**config.mk**
```make
export PLATFORM = sky130hd
export DESIGN_NAME = tsu_div
export DESIGN_NICKNAME = d
export VERILOG_FILES = /design/src/hw/rtl/tsu_pkg.sv /design/src/hw/rtl/tsu_div.sv
export SDC_FILE = /design/constraint.sdc
export NUM_CORES = 1
export LEC_CHECK = 0
export ABC_AREA = 1
export ABC_CLOCK_PERIOD_IN_PS = 1900
export BUFFER_PORTS_ARGS = -buffer_cell sky130_fd_sc_hd__buf_2
export CAP_MARGIN = 10
export CORE_MARGIN = 2
export CORE_UTILIZATION = 51
export CTS_BUF_LIST = sky130_fd_sc_hd__clkbuf_16
export DETAILED_ROUTE_END_ITERATION = 12
export PLACE_DENSITY = 0.82
export SLEW_MARGIN = 20
export SYNTH_ARGS = -nofsm -noshare
export SYNTH_HDL_FRONTEND = slang
export SYNTH_SLANG_ARGS = --single-unit
export TNS_END_PERCENT = 30
```
**constraint.sdc**
```tcl
create_clock -name clk_i -period 1.9 [get_ports clk_i]
set_input_delay 0.285 -clock clk_i [delete_from_list [all_inputs] [get_ports clk_i]]
set_output_delay 0.285 -clock clk_i [all_outputs]
set_load 0.02 [all_outputs]
```
**src/hw/rtl/tsu_pkg.sv**
```systemverilog
// Shared constants and types for the multi-track tone sequencer.
package tsu_pkg;

  // Default sizing of the sequencer.
  localparam int unsigned TRACKS_DEF     = 5;
  localparam int unsigned NOTE_DEPTH_DEF = 64;

  // Timer clock register.
  localparam int unsigned CLK_W = 28;
  localparam logic [CLK_W-1:0] CLK_RESET = 28'd84000000;

  // Divider operand widths.
  localparam int unsigned DIVIDEND_W = CLK_W;
  localparam int unsigned DIVISOR_W  = 16;

  // Item operation codes.
  typedef enum logic [2:0] {
    OP_TICK   = 3'd0,
    OP_LOAD   = 3'd1,
    OP_PLAY   = 3'd2,
    OP_PAUSE  = 3'd3,
    OP_RESUME = 3'd4,
    OP_STOP   = 3'd5,
    OP_MUTE   = 3'd6
  } op_e;

endpackage

```
**src/hw/rtl/tsu_div.sv**
```systemverilog
// Restoring serial divider, one quotient bit per cycle.
module tsu_div (
  input  logic                             clk_i,
  input  logic                             rst_ni,
  input  logic                             start_i,
  input  logic [tsu_pkg::DIVIDEND_W-1:0]   dividend_i,
  input  logic [tsu_pkg::DIVISOR_W-1:0]    divisor_i,
  output logic                             busy_o,
  output logic                             done_o,
  output logic [tsu_pkg::DIVIDEND_W-1:0]   quot_o
);

  localparam int unsigned NW = tsu_pkg::DIVIDEND_W;
  localparam int unsigned DW = tsu_pkg::DIVISOR_W;
  localparam int unsigned CW = $clog2(NW + 1);

  logic [NW-1:0] quo_q;
  logic [DW-1:0] rem_q;
  logic [DW-1:0] div_q;
  logic [CW-1:0] cnt_q;
  logic          busy_q;
  logic          done_q;
  logic [DW:0]   shifted;
  logic [DW:0]   diff;
  logic          fits;

  // Trial subtraction of the divisor from the shifted remainder.
  assign shifted = {rem_q, quo_q[NW-1]};
  assign diff    = shifted - {1'b0, div_q};
  assign fits    = shifted >= {1'b0, div_q};

  // Iteration control and datapath.
  always_ff @(posedge clk_i or negedge rst_ni) begin
    if (!rst_ni) begin
      busy_q <= 1'b0;
      done_q <= 1'b0;
      cnt_q  <= '0;
      quo_q  <= '0;
      rem_q  <= '0;
      div_q  <= '0;
    end else if (start_i) begin
      busy_q <= 1'b1;
      done_q <= 1'b0;
      cnt_q  <= CW'(NW);
      quo_q  <= dividend_i;
      rem_q  <= '0;
      div_q  <= divisor_i;
    end else if (busy_q) begin
      if (fits) begin
        rem_q <= diff[DW-1:0];
      end else begin
        rem_q <= shifted[DW-1:0];
      end
      quo_q <= {quo_q[NW-2:0], fits};
      cnt_q <= cnt_q - CW'(1);
      if (cnt_q == CW'(1)) begin
        busy_q <= 1'b0;
        done_q <= 1'b1;
      end
    end else begin
      done_q <= 1'b0;
    end
  end

  assign busy_o = busy_q;
  assign done_o = done_q;
  assign quot_o = quo_q;

endmodule

```
==> run_results.csv <==
group,metric,value,unit
outcome,status,"finished, violations left",
outcome,violations,"setup timing",
cells_and_area,fin_util,0.748,
setup_path,critPathLaunch,"rem_q[0]",
sta,setup_viol,7,
route,ant_nets,0,
logic_synthesis,synth_edf_count,0,
cells_and_area,area_growth,41.6,%
route,drc_errors,0,
floorplanning,die_y,93.5,um
setup_path,cp-end-kind,"register",
sta,rsz0062_at_grt,"yes",
setup_path,start_kind,"register",
sta,slew-limit-headroom,0.750,
sta,hold_viol,0,
worst_hold_path,hp-start,"divisor_i[8]",
logic_synthesis,ys_seq_area_frac,0.411,
worst_hold_path,hold_class,"in -> reg",
cells_and_area,multi_input_area,0.00241,mm^2
grt,antenna_found_initial,0,
route,viasPerCell,5.71,
cells_and_area,drive_gt1_frac,0.354,
floorplanning,start_util,0.528,
logic_synthesis,async_reset_ff_frac,1.00,
floorplanning,die_area,0.00874,mm^2
floorplanning,row_count,32,
place,port_buffers,76,
floorplanning,io_pins,77,
power,power_density,1420,mW/mm^2
sta,setup_ws,-0.0740,ns
logic_synthesis,syn_area,0.00408,mm^2
logic_synthesis,synthFlopType,"dfrtp_1",
route,dr.pass1.iters,5,
sta,fin_worst_skew,0.0121,ns
logic_synthesis,ys_types,33,
sta,slew_violations,0,
power,p_total,8180,uW
power,power.leakage,0.00301,uW
clocking,clk_pin_slew,0.07,ns
sta,period_share,1.04,
logic_synthesis,synth-warning-count,0,
clocking,h-tree-depth,3,
clocking,cts_tree,"yes",
logic_synthesis,syn_nets,623,
logic_synthesis,synth-seq-cells,67,
place,routabilityCongestion,0.972,
sta,finalWorstPathRequiredPeriod,1.97,ns
clocking,cts_root_buf,"clkbuf_16",
clocking,clkLatencyLatePin,0.34,ns
route,num_vias,4540,
cells_and_area,final_nets,754,
floorplanning,die_w,93.5,um
cells_and_area,nFillCells,513,
grt,grt_max_degree,68,
grt,grt_pass1_vias,4282,
clocking,cts_buffer_depth,2,
setup_path,path_class,"reg -> reg",
logic_synthesis,syn_area_per_cell,7.33,um^2
cells_and_area,diodes,0,
grt,grt_overflow_total,0,
route,drtIter0Drc,475,
logic_synthesis,synth.most_common_cell,"nand2_1",
setup_path,arrival,2.18,ns
power,ir_drop,0.704,mV
logic_synthesis,synthDominantCellAreaShare,0.411,
grt,grt_first_pass_wirelength,19300,um
clocking,clkSinkCount,67,
run,drv_cap,0,
setup_path,r2r-start,"rem_q[0]",
sta,worst_pin_slew,0.375,ns
route,drt-total-wl,13500,um
grt,grt_usage,0.279,
logic_synthesis,yosys.area.top_type,"dfrtp_1",
logic_synthesis,netlist_instances,557,
route,wire_per_inst,16.9,um
logic_synthesis,synthTopCellsByCount,"nand2_1, inv_1, dfrtp_1",
place,dp_hpwl,7920,um
logic_synthesis,synth_area_leaders,"dfrtp_1, nand2_1, inv_1",
setup_path,critPathMaxFanout,3,
setup_path,worstPathRequired,2.10,ns
clocking,cts_buffers,9,
cells_and_area,seqCellArea,0.00168,mm^2
sta,fmax,507,MHz
floorplanning,core,0.00773,mm^2
cells by family after synthesis:
family,synth area share
simple gates,0.308
buf+inv,0.110
flops,0.411
compound gates,0.0987
fa+ha+maj,0.0601
xor+xnor,0.0129
state kept, by name (all words and copies together) (netlist names):
| name | cells |
|---|---|
| quot_o | 28 |
| div_q | 16 |
| rem_q | 16 |
| cnt_q | 5 |
| busy_o | 1 |
| done_o | 1 |
critical path: stages (launching register included):
cell,delay (ns)
dfrtp_1,0.42
inv_1,0.14
fa_2,0.45
inv_1,0.10
nand3_1,0.10
nand3_2,0.12
buf_4,0.13
xnor2_1,0.12
nand2_1,0.11
nand3_1,0.08
o21ai_0,0.08
layout by cell type (no fill, tap or decap), drive strengths merged, types with 4 or more instances in the layout:
cell type  instances
nor2              19
nand3b             6
dfrtp             67
inv               96
nand4              7
nand2            205
o211ai            15
a21oi             11
buf              135
o221ai            10
ha                18
clkinv             4
clkbuf             9
nand3             47
o21ai             26
xnor2              4
metal layers:
| layer | GRT usage | vias to the layer above | routed length (um) |
|---|---|---|---|
| met4 | 0.107 | 0 | 703 |
| met3 | 0.0532 | 85 | 1090 |
| met5 | 0 | - | 0 |
| met2 | 0.493 | 312 | 6630 |
| li1 | - | 2025 | - |
| met1 | 0.334 | 2118 | 5050 |
final timing paths:
path,to,slack (ns),depth (start not counted)
setup / recovery,rem_q[4],-0.07,10
hold / removal,div_q[8],0.16,3
setup reg to reg,rem_q[4],-0.07,10
hold reg to reg,cnt_q[4],0.51,1
max in group asynchronous,cnt_q[3],1.09,3
min in group asynchronous,div_q[8],0.47,3
metrics by stage:
step / hold slack [ns] / instance area (um^2) / setup slack [ns] / TNS [ns] / instances
after floorplan: -0.0106 / 4090 / 0.0433 / 0 / 557
after global placement: 0.333 / 4810 / -0.114 / -0.864 / 755
after detailed placement: 0.334 / 4810 / -0.118 / -1.06 / 755
after CTS: 0.152 / 5380 / -0.00183 / -0.00183 / 775
after global routing: 0.169 / 5780 / -0.243 / -1.85 / 795
final: 0.156 / 5780 / -0.0740 / -0.185 / 795
report_power, final:
part / switching (uW) / internal (uW)
registers: 212 / 1660
logic: 2550 / 1950
clock network: 661 / 1150
total: 3430 / 4760
final cells by class:
| cell class | instances | area share |
|---|---|---|
| Clock inverter | 7 | 0.0160 |
| Inverter | 96 | 0.0623 |
| Multi-Input combinational cell | 378 | 0.417 |
| Sequential cell | 67 | 0.290 |
| Tap cell | 102 | 0.0221 |
| Clock buffer | 9 | 0.0389 |
| Timing Repair Buffer | 136 | 0.154 |
timing repair:
action                                  4_1_cts  5_1_grt
cloned                                        1        2
setup buffers                                 2       19
endpoints found under the hold margin        44        0
hold buffers                                  1        0
pin swaps                                     2       38
endpoints found under the setup margin       17       17
resized for setup                            20       85
Power figures use the tool's default switching activity.
